`config.mk`:
```
export PLATFORM = sky130hd
export DESIGN_NAME = pad_cluster_gaussian_position
export DESIGN_NICKNAME = d
export VERILOG_FILES = /design/src/design/pcgp_pkg.sv /design/src/design/pad_cluster_gaussian_position.sv
export SDC_FILE = /design/constraint.sdc
export NUM_CORES = 2
export LEC_CHECK = 0
export BUFFER_PORTS_ARGS = -buffer_cell sky130_fd_sc_hd__buf_2
export CAP_MARGIN = 20
export CORE_MARGIN = 3
export CORE_UTILIZATION = 35
export CTS_CLUSTER_SIZE = 12
export DETAILED_ROUTE_END_ITERATION = 6
export GPL_TIMING_DRIVEN = 0
export PLACE_DENSITY = 0.6
export SLEW_MARGIN = 20
export SYNTH_ARGS = -nofsm -noshare
export SYNTH_HDL_FRONTEND = slang
export SYNTH_SLANG_ARGS = --single-unit
```
`constraint.sdc`:
```
create_clock -name clk -period 21 [get_ports clk]
set_clock_uncertainty 0.15 [all_clocks]
set_input_delay 1.05 -clock clk [delete_from_list [all_inputs] [get_ports clk]]
set_output_delay 1.05 -clock clk [all_outputs]
set_load 0.005 [all_outputs]
```
`src/design/pcgp_pkg.sv`:
```
// Package for the pad cluster Gaussian position block: widths, log table, codes.
package pcgp_pkg;
	localparam int SampleW = 9;
	localparam int PadSumW = 14;
	localparam int TotalW  = 20;
	localparam int LogW    = 20;
	localparam int DivW    = 37;
	localparam int PadSumMax = 8191;
	localparam int PadSumMin = -8192;
	localparam int TotalMax  = 524287;
	localparam int TotalMin  = -524288;

	typedef logic [16:0] tab_t;

	function automatic tab_t log_tab(input logic [5:0] i);
		tab_t t;
		case (i)
			6'd0:  t = 17'd0;     6'd1:  t = 17'd2909;  6'd2:  t = 17'd5732;
			6'd3:  t = 17'd8473;  6'd4:  t = 17'd11136; 6'd5:  t = 17'd13727;
			6'd6:  t = 17'd16248; 6'd7:  t = 17'd18704; 6'd8:  t = 17'd21098;
			6'd9:  t = 17'd23433; 6'd10: t = 17'd25711; 6'd11: t = 17'd27936;
			6'd12: t = 17'd30109; 6'd13: t = 17'd32234; 6'd14: t = 17'd34312;
			6'd15: t = 17'd36346; 6'd16: t = 17'd38336; 6'd17: t = 17'd40286;
			6'd18: t = 17'd42196; 6'd19: t = 17'd44068; 6'd20: t = 17'd45904;
			6'd21: t = 17'd47705; 6'd22: t = 17'd49472; 6'd23: t = 17'd51207;
			6'd24: t = 17'd52911; 6'd25: t = 17'd54584; 6'd26: t = 17'd56229;
			6'd27: t = 17'd57845; 6'd28: t = 17'd59434; 6'd29: t = 17'd60997;
			6'd30: t = 17'd62534; 6'd31: t = 17'd64047; 6'd32: t = 17'd65536;
			default: t = 17'd0;
		endcase
		return t;
	endfunction
endpackage

```
`src/design/pad_cluster_gaussian_position.sv`:
```
// Top level: pad accumulation and cluster-end offset/fraction sequencer.
// A sample that does not end a cluster is taken and leaves ready high.
// A cluster-end sample starts a sequencer: six logarithms, then two offset divisions
// (each skipped if its denominator is not positive) and six fraction divisions share
// one restoring divider; the result beat is offered as the last fraction is stored.
// One sample per cycle while idle; ready returns right after the result beat is taken.
// Reset: arst_n clears all control and accumulation state; pad_width returns to 1000.
module pad_cluster_gaussian_position #(
	parameter int MAX_SAMPLES = 32,
	parameter int MAX_PADS = 64
) (
	input  logic clk,
	input  logic arst_n,
	input  logic in_valid,
	output logic in_ready,
	input  logic signed [8:0] sample,
	input  logic last_sample,
	input  logic last_pad,
	input  logic normal_stop,
	input  logic cfg_valid,
	output logic cfg_ready,
	input  logic [15:0] cfg_data,
	output logic out_valid,
	input  logic out_ready,
	output logic spectrum_valid,
	output logic signed [19:0] cluster_charge,
	output logic charge_pos_valid,
	output logic signed [15:0] charge_offset,
	output logic [15:0] charge_frac_left,
	output logic [15:0] charge_frac_mid,
	output logic [15:0] charge_frac_right,
	output logic peak_pos_valid,
	output logic signed [15:0] peak_offset,
	output logic [15:0] peak_frac_left,
	output logic [15:0] peak_frac_mid,
	output logic [15:0] peak_frac_right
);
	import pcgp_pkg::*;

	localparam int SCW = $clog2(MAX_SAMPLES + 1);
	localparam int PCW = $clog2(MAX_PADS + 1);

	localparam logic [3:0] ST_IDLE = 4'd0;
	localparam logic [3:0] ST_LOGN = 4'd1;
	localparam logic [3:0] ST_LOGF = 4'd2;
	localparam logic [3:0] ST_OFFM = 4'd3;
	localparam logic [3:0] ST_OFFD = 4'd4;
	localparam logic [3:0] ST_OFFE = 4'd5;
	localparam logic [3:0] ST_FRD  = 4'd6;
	localparam logic [3:0] ST_FRE  = 4'd7;
	localparam logic [3:0] ST_OUT  = 4'd8;

	localparam logic [5:0] STEP_LOAD = 6'd63;

	logic [15:0] width_q;
	logic signed [PadSumW-1:0] psum_q;
	logic signed [SampleW-1:0] ppeak_q;
	logic [SCW-1:0] scnt_q;
	logic [PCW-1:0] pcnt_q;
	logic signed [TotalW-1:0] tot_q;
	logic signed [PadSumW-1:0] ch_q [3];
	logic signed [SampleW-1:0] pk_q [3];
	logic [3:0] st_q;
	logic [2:0] sel_q;
	logic [5:0] step_q;
	logic [LogW-1:0] lg_q [6];
	logic [13:0] lv_q;
	logic [3:0] ln_q;
	logic cok_q, pok_q;
	logic [1:0] grp_q;
	logic [32:0] den_q;
	logic [32:0] rem_q;
	logic [DivW-1:0] quo_q;
	logic [DivW-1:0] dvd_q;
	logic neg_q;

	// pad accumulation
	logic acc_en;
	logic signed [PadSumW:0] psum_n;
	logic signed [PadSumW-1:0] psum_sat;
	logic signed [SampleW-1:0] peak_n;
	logic signed [TotalW:0] tot_n;
	logic signed [TotalW-1:0] tot_sat;
	logic take;

	assign in_ready = (st_q == ST_IDLE);
	assign cfg_ready = 1'b1;
	assign take = in_valid && in_ready;
	assign acc_en = scnt_q < SCW'(MAX_SAMPLES);

	always_comb begin
		psum_n = (PadSumW+1)'(psum_q) + (PadSumW+1)'(sample);
		if (!acc_en) psum_sat = psum_q;
		else if (psum_n > (PadSumW+1)'(PadSumMax)) psum_sat = PadSumW'(PadSumMax);
		else if (psum_n < (PadSumW+1)'(PadSumMin)) psum_sat = PadSumW'(PadSumMin);
		else psum_sat = psum_n[PadSumW-1:0];
		peak_n = (acc_en && sample > ppeak_q) ? sample : ppeak_q;
		tot_n = (TotalW+1)'(tot_q) + (TotalW+1)'(psum_sat);
		if (tot_n > (TotalW+1)'(TotalMax)) tot_sat = TotalW'(TotalMax);
		else if (tot_n < (TotalW+1)'(TotalMin)) tot_sat = TotalW'(TotalMin);
		else tot_sat = tot_n[TotalW-1:0];
	end

	// log operand select and validity
	logic [13:0] lsrc;
	always_comb begin
		case (sel_q)
			3'd0: lsrc = 14'(ch_q[0]);
			3'd1: lsrc = 14'(ch_q[1]);
			3'd2: lsrc = 14'(ch_q[2]);
			3'd3: lsrc = 14'({5'd0, pk_q[0]});
			3'd4: lsrc = 14'({5'd0, pk_q[1]});
			default: lsrc = 14'({5'd0, pk_q[2]});
		endcase
	end

	logic [5:0] li;
	logic [9:0] lr;
	logic [14:0] lm;
	logic [16:0] t0, t1;
	logic [26:0] lprod;
	always_comb begin
		lm = 15'(lv_q) << (4'd14 - ln_q);
		li = {1'b0, lm[13:9]};
		lr = {lm[8:0], 1'b0};
		t0 = log_tab(li);
		t1 = log_tab(li + 6'd1);
		lprod = 27'(t1 - t0) * 27'(lr);
	end

	logic signed [LogW+1:0] num_o, den_o;
	logic [LogW+1:0] anum_o;
	logic [2:0] b;
	logic [TotalW-1:0] fwhole;
	logic [TotalW-1:0] fpart;
	logic [32:0] trial;
	logic [DivW-1:0] oprod;
	always_comb begin
		b = (grp_q == 2'd1) ? 3'd3 : 3'd0;
		num_o = (LogW+2)'(lg_q[b+3'd2]) - (LogW+2)'(lg_q[b]);
		den_o = ((LogW+2)'(lg_q[b+3'd1]) <<< 1) - (LogW+2)'(lg_q[b]) -
			(LogW+2)'(lg_q[b+3'd2]);
		anum_o = num_o < 0 ? -num_o : num_o;
		oprod = width_q * anum_o[LogW-1:0];
		fwhole = (grp_q[0] == 1'b0) ? tot_q :
			TotalW'(pk_q[0]) + TotalW'(pk_q[1]) + TotalW'(pk_q[2]);
		case (sel_q)
			3'd0: fpart = grp_q[0] ? TotalW'(pk_q[0]) : TotalW'(ch_q[0]);
			3'd1: fpart = grp_q[0] ? TotalW'(pk_q[1]) : TotalW'(ch_q[1]);
			default: fpart = grp_q[0] ? TotalW'(pk_q[2]) : TotalW'(ch_q[2]);
		endcase
		trial = {rem_q[31:0], dvd_q[DivW-1]} - den_q;
	end

	logic pos3, cgate, pgate;
	assign pos3 = ch_q[0] > 0 && ch_q[1] > 0 && ch_q[2] > 0;
	assign cgate = pcnt_q == PCW'(3) && pos3 && ch_q[0] <= ch_q[1] &&
		ch_q[2] <= ch_q[1] && tot_q > 0;
	assign pgate = pcnt_q == PCW'(3) && pos3 && pk_q[0] > 0 && pk_q[1] > 0 &&
		pk_q[2] > 0 && pk_q[0] <= pk_q[1] && pk_q[2] <= pk_q[1];

	logic [15:0] fr_q [6];
	logic signed [15:0] co_q, po_q;

	always_ff @(posedge clk or negedge arst_n) begin
		if (!arst_n) begin
			width_q <= 16'd1000;
			psum_q <= '0;
			ppeak_q <= -9'sd255;
			scnt_q <= '0;
			pcnt_q <= '0;
			tot_q <= '0;
			for (int k = 0; k < 3; k++) begin
				ch_q[k] <= '0;
				pk_q[k] <= '0;
			end
			st_q <= ST_IDLE;
			out_valid <= 1'b0;
			sel_q <= '0;
			step_q <= '0;
			grp_q <= '0;
			cok_q <= 1'b0;
			pok_q <= 1'b0;
		end else begin
			if (cfg_valid && cfg_ready) width_q <= cfg_data;
			case (st_q)
				ST_IDLE: begin
					if (take) begin
						if (!last_sample) begin
							psum_q <= psum_sat;
							ppeak_q <= peak_n;
							if (acc_en) scnt_q <= scnt_q + SCW'(1);
						end else begin
							psum_q <= '0;
							ppeak_q <= -9'sd255;
							scnt_q <= '0;
							if (pcnt_q < PCW'(MAX_PADS)) begin
								if (pcnt_q < PCW'(3)) begin
									ch_q[pcnt_q[1:0]] <= psum_sat;
									pk_q[pcnt_q[1:0]] <= peak_n;
								end
								if (normal_stop) tot_q <= tot_sat;
								pcnt_q <= pcnt_q + PCW'(1);
							end
							if (last_pad) begin
								st_q <= ST_LOGN;
								sel_q <= '0;
							end
						end
					end
				end
				ST_LOGN: begin
					// leading-one search, one bit a step
					cok_q <= cgate;
					pok_q <= pgate;
					lv_q <= lsrc;
					ln_q <= '0;
					step_q <= '0;
					st_q <= ST_LOGF;
				end
				ST_LOGF: begin
					if (step_q < 6'd13 && (lv_q >> (ln_q + 4'd1)) != 14'd0) begin
						ln_q <= ln_q + 4'd1;
						step_q <= step_q + 6'd1;
					end else begin
						lg_q[sel_q] <= (lv_q == 14'd0) ? '0 :
							LogW'({ln_q, 16'd0}) + LogW'(t0) + LogW'(lprod >> 10);
						if (sel_q == 3'd5) begin
							sel_q <= '0;
							grp_q <= 2'd0;
							st_q <= ST_OFFM;
						end else begin
							sel_q <= sel_q + 3'd1;
							st_q <= ST_LOGN;
						end
					end
				end
				ST_OFFM: begin
					// one multiply, then restoring divide of (w*|num|+den)/(2den)
					if (den_o <= 0) begin
						if (grp_q == 2'd0) begin
							cok_q <= 1'b0;
							grp_q <= 2'd1;
						end else begin
							pok_q <= 1'b0;
							grp_q <= 2'd2;
							sel_q <= '0;
							step_q <= STEP_LOAD;
							st_q <= ST_FRD;
						end
					end else begin
						dvd_q <= oprod + DivW'(den_o);
						den_q <= 33'(den_o) << 1;
						neg_q <= num_o > 0;
						rem_q <= '0;
						step_q <= '0;
						st_q <= ST_OFFD;
					end
				end
				ST_OFFD, ST_FRD: begin
					if (st_q == ST_FRD && step_q == STEP_LOAD) begin
						// load part<<16 and whole
						dvd_q <= DivW'(fpart) << 16;
						den_q <= 33'(fwhole);
						rem_q <= '0;
						quo_q <= '0;
						step_q <= '0;
					end else begin
						if (!trial[32]) begin
							rem_q <= trial;
							quo_q <= {quo_q[DivW-2:0], 1'b1};
						end else begin
							rem_q <= {rem_q[31:0], dvd_q[DivW-1]};
							quo_q <= {quo_q[DivW-2:0], 1'b0};
						end
						dvd_q <= dvd_q << 1;
						if (step_q == 6'(DivW - 1))
							st_q <= (st_q == ST_OFFD) ? ST_OFFE : ST_FRE;
						step_q <= step_q + 6'd1;
					end
				end
				ST_OFFE: begin
					if (grp_q == 2'd0) co_q <= neg_q ?
						((quo_q > DivW'(32768)) ? -16'sd32768 : 16'(-quo_q)) :
						((quo_q > DivW'(32767)) ? 16'sd32767 : 16'(quo_q));
					else po_q <= neg_q ?
						((quo_q > DivW'(32768)) ? -16'sd32768 : 16'(-quo_q)) :
						((quo_q > DivW'(32767)) ? 16'sd32767 : 16'(quo_q));
					if (grp_q == 2'd0) begin
						grp_q <= 2'd1;
						st_q <= ST_OFFM;
					end else begin
						grp_q <= 2'd2;
						sel_q <= '0;
						step_q <= STEP_LOAD;
						st_q <= ST_FRD;
					end
				end
				ST_FRE: begin
					fr_q[grp_q[0] ? 3'd3 + sel_q : sel_q] <=
						(quo_q > DivW'(65535)) ? 16'hFFFF : quo_q[15:0];
					if (sel_q == 3'd2 && grp_q == 2'd3) begin
						st_q <= ST_OUT;
						out_valid <= 1'b1;
					end else begin
						if (sel_q == 3'd2) begin
							sel_q <= '0;
							grp_q <= 2'd3;
						end else sel_q <= sel_q + 3'd1;
						step_q <= STEP_LOAD;
						st_q <= ST_FRD;
					end
				end
				ST_OUT: begin
					if (out_valid && out_ready) begin
						out_valid <= 1'b0;
						st_q <= ST_IDLE;
						pcnt_q <= '0;
						tot_q <= '0;
						for (int k = 0; k < 3; k++) begin
							ch_q[k] <= '0;
							pk_q[k] <= '0;
						end
					end
				end
				default: st_q <= ST_IDLE;
			endcase
		end
	end

	logic [15:0] fl [6];
	always_comb begin
		for (int k = 0; k < 3; k++) begin
			fl[k] = (cok_q && ch_q[k] > 0) ? fr_q[k] : 16'd0;
			fl[k+3] = (pok_q && pk_q[k] > 0) ? fr_q[k+3] : 16'd0;
		end
	end

	assign spectrum_valid = pcnt_q >= PCW'(3);
	assign cluster_charge = spectrum_valid ? tot_q : '0;
	assign charge_pos_valid = cok_q;
	assign charge_offset = cok_q ? co_q : '0;
	assign charge_frac_left = fl[0];
	assign charge_frac_mid = fl[1];
	assign charge_frac_right = fl[2];
	assign peak_pos_valid = pok_q;
	assign peak_offset = pok_q ? po_q : '0;
	assign peak_frac_left = fl[3];
	assign peak_frac_mid = fl[4];
	assign peak_frac_right = fl[5];

	a_rdy: assert property (@(posedge clk) disable iff (!arst_n)
		out_valid |-> !in_ready) else $error("ready while result pending");
	a_hold: assert property (@(posedge clk) disable iff (!arst_n)
		out_valid && !out_ready |=> out_valid) else $error("result dropped");
	a_pv: assert property (@(posedge clk) disable iff (!arst_n)
		out_valid && (charge_pos_valid || peak_pos_valid) |-> spectrum_valid)
		else $error("offset valid without spectrum");
endmodule
```
# --- Word-level counts from Yosys, hierarchy flattened ---
# Memories as Yosys holds them, arrays and structs flattened.
# Cells that the tools add are included.
totals:
  register_bits: 349
  mem_bits_rw: 216
  rom_bits: 1600
  output_inout_bits: 154
  elab_cells: 318
  n_memories: 4
classes:
  addsub: 24
  mul: 2
  n_lt_le_gt_ge: 29
  eq_ne: 39
  shift: 2
  n_mux: 126
  bitwise: 3
  n_reduce_logical: 61
memory_table:
  columns: ["memory", "depth", "width", "rd", "rd_clocked_by_memory_dff", "write_ports", "line", "rtl"]
  rows:
  - ["(name not given)", 64, 17, 1, 0, 0, "pcgp_pkg.sv:17", "case (i)"]
  - ["(name not given)", 32, 16, 1, 0, 0, "pcgp_pkg.sv:17", null]
  - ["lg_q", 6, 20, 3, 0, 1, "pad_cluster_gaussian_position.sv:66", "logic [LogW-1:0] lg_q [6];"]
  - ["fr_q", 6, 16, 6, 0, 1, "pad_cluster_gaussian_position.sv:162", "logic [15:0] fr_q [6];"]
op_table:
  columns: ["op", "n"]
  rows:
  - ["$mux W20", 14]
  - ["$mux W42", 5]
  - ["$mux W16", 12]
  - ["$mux W27", 5]
  - ["$mux W32", 3]
  - ["$pmux W42 S2", 1]
  - ["$pmux W20 S2", 2]
  - ["$gt A37 B16 Y1 const B", 2]
  - ["$mux W37", 2]
  - ["$pmux W37 S2", 1]
  - ["$mux W14", 5]
  - ["$pmux W14 S5", 1]
  - ["$mux W33", 2]
  - ["$pmux W33 S2", 1]
  - ["$pmux W32 S2", 1]
  - ["$pmux W27 S2", 1]
  - ["$mux W4", 11]
  - ["$bwmux W42", 1]
  - ["$gt A14 B1 Y1 const B", 3]
  - ["$mux W6", 7]
  - ["$add A20 B17 Y20", 2]
  - ["$add A36 B37 Y37", 1]
  - ["$gt A37 B15 Y1 const B", 1]
  - ["$mul A16 B20 Y36", 1]
  - ["91 further kinds", 201]

# --- Longest topological paths before layout ---
logic_depth:
  ltp_word: 14
  ltp_mapped: 56
  ltp_nobuf: 50

# --- Worst setup path after synthesis ---
# Ideal clock, no wire load.
synth_timing:
  kind: "register to register"
  startpoint: "reg ln_q[0]"
  endpoint: "mem lg_q[0][19], data pin"
  t_arrival_ps: 12364
  required_time_ps: 20580
  setup_slack_ps: 8215
  path_stages_with_launch: 51
  cell_sequence: "edfxtp_1 buf_2 and3_1 xor2_1 mux2i_1 a21oi_1 inv_1 clkbuf_1 clkbuf_1 ha_1 ha_1 clkbuf_1 clkinv_1 o21ai_0 a21oi_1 o31ai_1 ha_1 inv_1 [15 not listed] fa_1 inv_1 ha_1 nor4_1 a32o_1 a311oi_1 a2111oi_1 o21bai_1 a21oi_1 xnor2_1 ha_1 a21oi_1 o22ai_1 a21oi_1 a2111oi_0 o41a_1 o211ai_1 mux2_2"
synth_between:
  elab_chain_len: 8
  word_cells_on_any_way: 10
  classes_between: "add/sub (5); mul (1); shift (1); mux (1); memory (2)"
synth_rtl:
  columns: ["element", "line", "rtl"]
  rows:
  - ["start, declared", "pad_cluster_gaussian_position.sv:68", "logic [3:0] ln_q;"]
  - ["start signal, assigned", "pad_cluster_gaussian_position.sv:223", "ln_q <= ln_q + 4'd1;"]
  - ["$sub A4 B4 Y4", "pad_cluster_gaussian_position.sv:123", "lm = 15'(lv_q) << (4'd14 - ln_q);"]
  - ["$shl A14 B4 Y14", "pad_cluster_gaussian_position.sv:123", null]
  - ["$add A5 B1 Y6", "pad_cluster_gaussian_position.sv:127", "t1 = log_tab(li + 6'd1);"]
  - ["$mem_v2 Z64 W17", null, null]
  - ["$sub A17 B17 Y18", "pad_cluster_gaussian_position.sv:128", "lprod = 27'(t1 - t0) * 27'(lr);"]
  - ["$mul A27 B9 Y26", "pad_cluster_gaussian_position.sv:128", null]
  - ["$add A20 B17 Y20 *", "pad_cluster_gaussian_position.sv:227", "LogW'({ln_q, 16'd0}) + LogW'(t0) + LogW'(lprod >> 10);"]
  - ["$mux W20 *", "pad_cluster_gaussian_position.sv:226", "lg_q[sel_q] <= (lv_q == 14'd0) ? '0 :"]
  - ["end, declared", "pad_cluster_gaussian_position.sv:66", null]
# Mark *: on every way between the ends. The rest lies on a longest branch, timed or not.

# --- Final worst setup path ---
layout_timing:
  startpoint: "reg ln_q[0]"
  endpoint: "mem lg_q[1][17], data pin"
# Same word-level chain as after synthesis.

==> flow_metrics.tcl <==
set metrics [dict create \
    status "complete, no violations" \
    regToRegStartpoint "ln_q[0]" \
    critPathMaxStageDelay_ns 0.82 \
    worstReg2RegEnd "lg_q[1][17]" \
    synth_top_area_frac 0.223 \
    cts_resized 0 \
    grt_first_pass_wirelength_um 256000 \
    drv_slew 0 \
    first_global_vias 42900 \
    nets 6773 \
    first_pass_iters 6 \
    syn_area_mm2 0.0532 \
    syn_nets 6490 \
    critPathKind "reg -> reg" \
    area_growth_pct 11.5 \
    setup.worst_path.start_class "flip-flop" \
    h-tree-depth 3 \
    yosys_register_bits 555 \
    crit_path_end_kind "flip-flop" \
    wl_per_cell_um 20.5 \
    die_width_um 396 \
    grt_start_max_net_pins 95 \
    post-route-min-period_ns 16.29 \
    gp_congestion 0.936 \
    io_pins 187 \
    synth_cell_types 113 \
    netlist_instances 5624 \
    numClockSinks 555 \
    critPathMaxFanout 17 \
    fin_crit_sh 0.776 \
    io_buffers 184 \
    post_cts_buffers 0 \
    yosysSeqAreaShare 0.298 \
    path_clk_slew_ns 0.07 \
    cts_tree "yes" \
    ys_top_cells_by_area "edfxtp_1 (22%), fa_1 (17%), ha_1 (9.0%), dfrtp_1 (7.1%), inv_1 (4.9%)" \
    grt_use_total 0.207 \
    yosys-top-cells-count "inv_1 (696), nand2_1 (600), fa_1 (449)" \
    rr_worst_depth 50 \
    slew_headroom 0.175 \
    start_util 0.354 \
    tns_ns 0 \
    worstSetupStartpoint "ln_q[0]" \
    core_mm2 0.150 \
    drive_gt1_frac 0.0895 \
    max_freq_mhz 61.4 \
    ys.flop_type "edfxtp_1" \
    cts_buffers 67 \
    rrSetupSlack_ns 4.71 \
    cp.required_ns 21.20 \
    dp_hpwl_um 131000 \
    dr.first_iter.drc_count 3329 \
    synth.avg_cell_area_um2 9.46 \
    crit_arrival_ns 16.49 \
    setup_viol 0 \
    wl_um 164000 \
    grt_setup_unrepaired "false" \
    hold_buffers 0 \
    synth_edf_count 396 \
    die_area_mm2 0.157 \
    die_y_um 396 \
    antenna_found_initial 5 \
    finalHoldViolCount 0 \
    num_vias 43000 \
    cts-root-buf "clkbuf_16" \
    gr-total-overflow 0 \
    timing.max_cap.violations 0 \
    synth_top_area_cell "edfxtp_1" \
    synthArstFlopShare 0.286 \
    rows 142 \
    drc_errors 0 \
    yosys_warnings 0 \
    cts_buffer_depth 3 \
    via_per_inst 5.39 \
    worst_skew_pair.late_latency_ns 0.66 \
    crit_path_top_delay_cell "clkbuf_1" \
    yosysMostFrequentCell "inv_1" \
    hold_path.class "in -> async" \
    worst_slew_pin_slew_ns 1.22 \
    ant_nets 0 \
]
[state kept, by name (all words and copies together), names as in the netlist, 7 cells and up]
name and cells:
tot_q 20, psum_q 14, co_q 16, fr_q 96, lg_q 120, den_q 23, ch_q 42, pcnt_q 7
pk_q 27, rem_q 32, quo_q 37, width_q 16, po_q 16, lv_q 14, ppeak_q 9, dvd_q 37
[worst max-delay path, delay by kind of cell, from the launching register on]
family / cells / cell delay [ns]
muxes: 1 / 0.30
xor gates and xnor gates: 3 / 1.15
DFF: 1 / 0.50
buffers and inverters: 10 / 2.80
adders and majority gates: 10 / 4.21
and+or+nand+nor: 7 / 1.33
AOI/OAI and AO/OA: 19 / 5.53
[cell type report]
cell class              instances  area, um2
diodes                          3       7.51
plain buffers                 250       1050
clock buffers                  90       1830
clock inverters                30        382
fillers                     15000      91200
inverters                     699       2620
multi-input cells            4120      33800
flip-flops and latches        555      15900
well taps                    2016       2520
repair buffers                214       1240
[placed cells by master, fill, tap and decap left out, drive strengths merged, types with 68 or more instances in the layout]
| cell | count |
|---|---|
| a21oi | 262 |
| and2 | 168 |
| and3 | 128 |
| buf | 252 |
| clkbuf | 298 |
| dfrtp | 151 |
| edfxtp | 396 |
| fa | 449 |
| ha | 384 |
| inv | 698 |
| mux2 | 68 |
| mux2i | 104 |
| nand2 | 602 |
| nand3 | 82 |
| nor2 | 360 |
| nor2b | 79 |
| nor3 | 84 |
| o21ai | 307 |
| xnor2 | 120 |
| xor2 | 76 |
[stage by stage]
stage	hold slack (ns)	instances	worst slack (ns)	util	instance area, um2
2_1_floorplan	0.320	5624	8.22	-	53200
3_3_place_gp	0.348	7824	4.50	0.376	56700
3_5_place_dp	0.353	7853	4.81	0.379	57100
4_1_cts	0.232	7973	4.74	0.394	59300
5_1_grt	0.250	7974	3.51	0.394	59300
6_report	0.232	7977	4.71	0.394	59300
[worst max path at each step]
stage                        to  cells past startpoint
floorplan           lg_q[0][19]                     50
global placement    lg_q[2][17]                     49
detailed placement  lg_q[5][17]                     50
CTS                 lg_q[1][17]                     50
global route        lg_q[1][17]                     50
finish              lg_q[1][17]                     50
[layer usage]
layer / vias up / part of all wire / track usage
li1: 19900 / - / -
met1: 21500 / 0.45 / 0.293
met2: 1373 / 0.47 / 0.338
met3: 227 / 0.059 / 0.0239
met4: 0 / 0.026 / 0.0550
met5: - / 0 / 0
[cells by family (layout without fill, tap and decap cells)]
| family | Yosys count | after routing | synth area share |
|---|---|---|---|
| xor+xnor | 196 | 196 | 0.0323 |
| mux | 183 | 183 | 0.0386 |
| compound gates | 1132 | 1132 | 0.139 |
| simple gates | 1770 | 1770 | 0.163 |
| other cells | 1 | 4 | 0.0000705 |
| buf+inv | 949 | 1283 | 0.0691 |
| fa+ha+maj | 838 | 838 | 0.260 |
| flops | 555 | 555 | 0.298 |
Power is not shown: default switching activity piles up to over one toggle a cycle in this logic, so the estimate is an artifact.
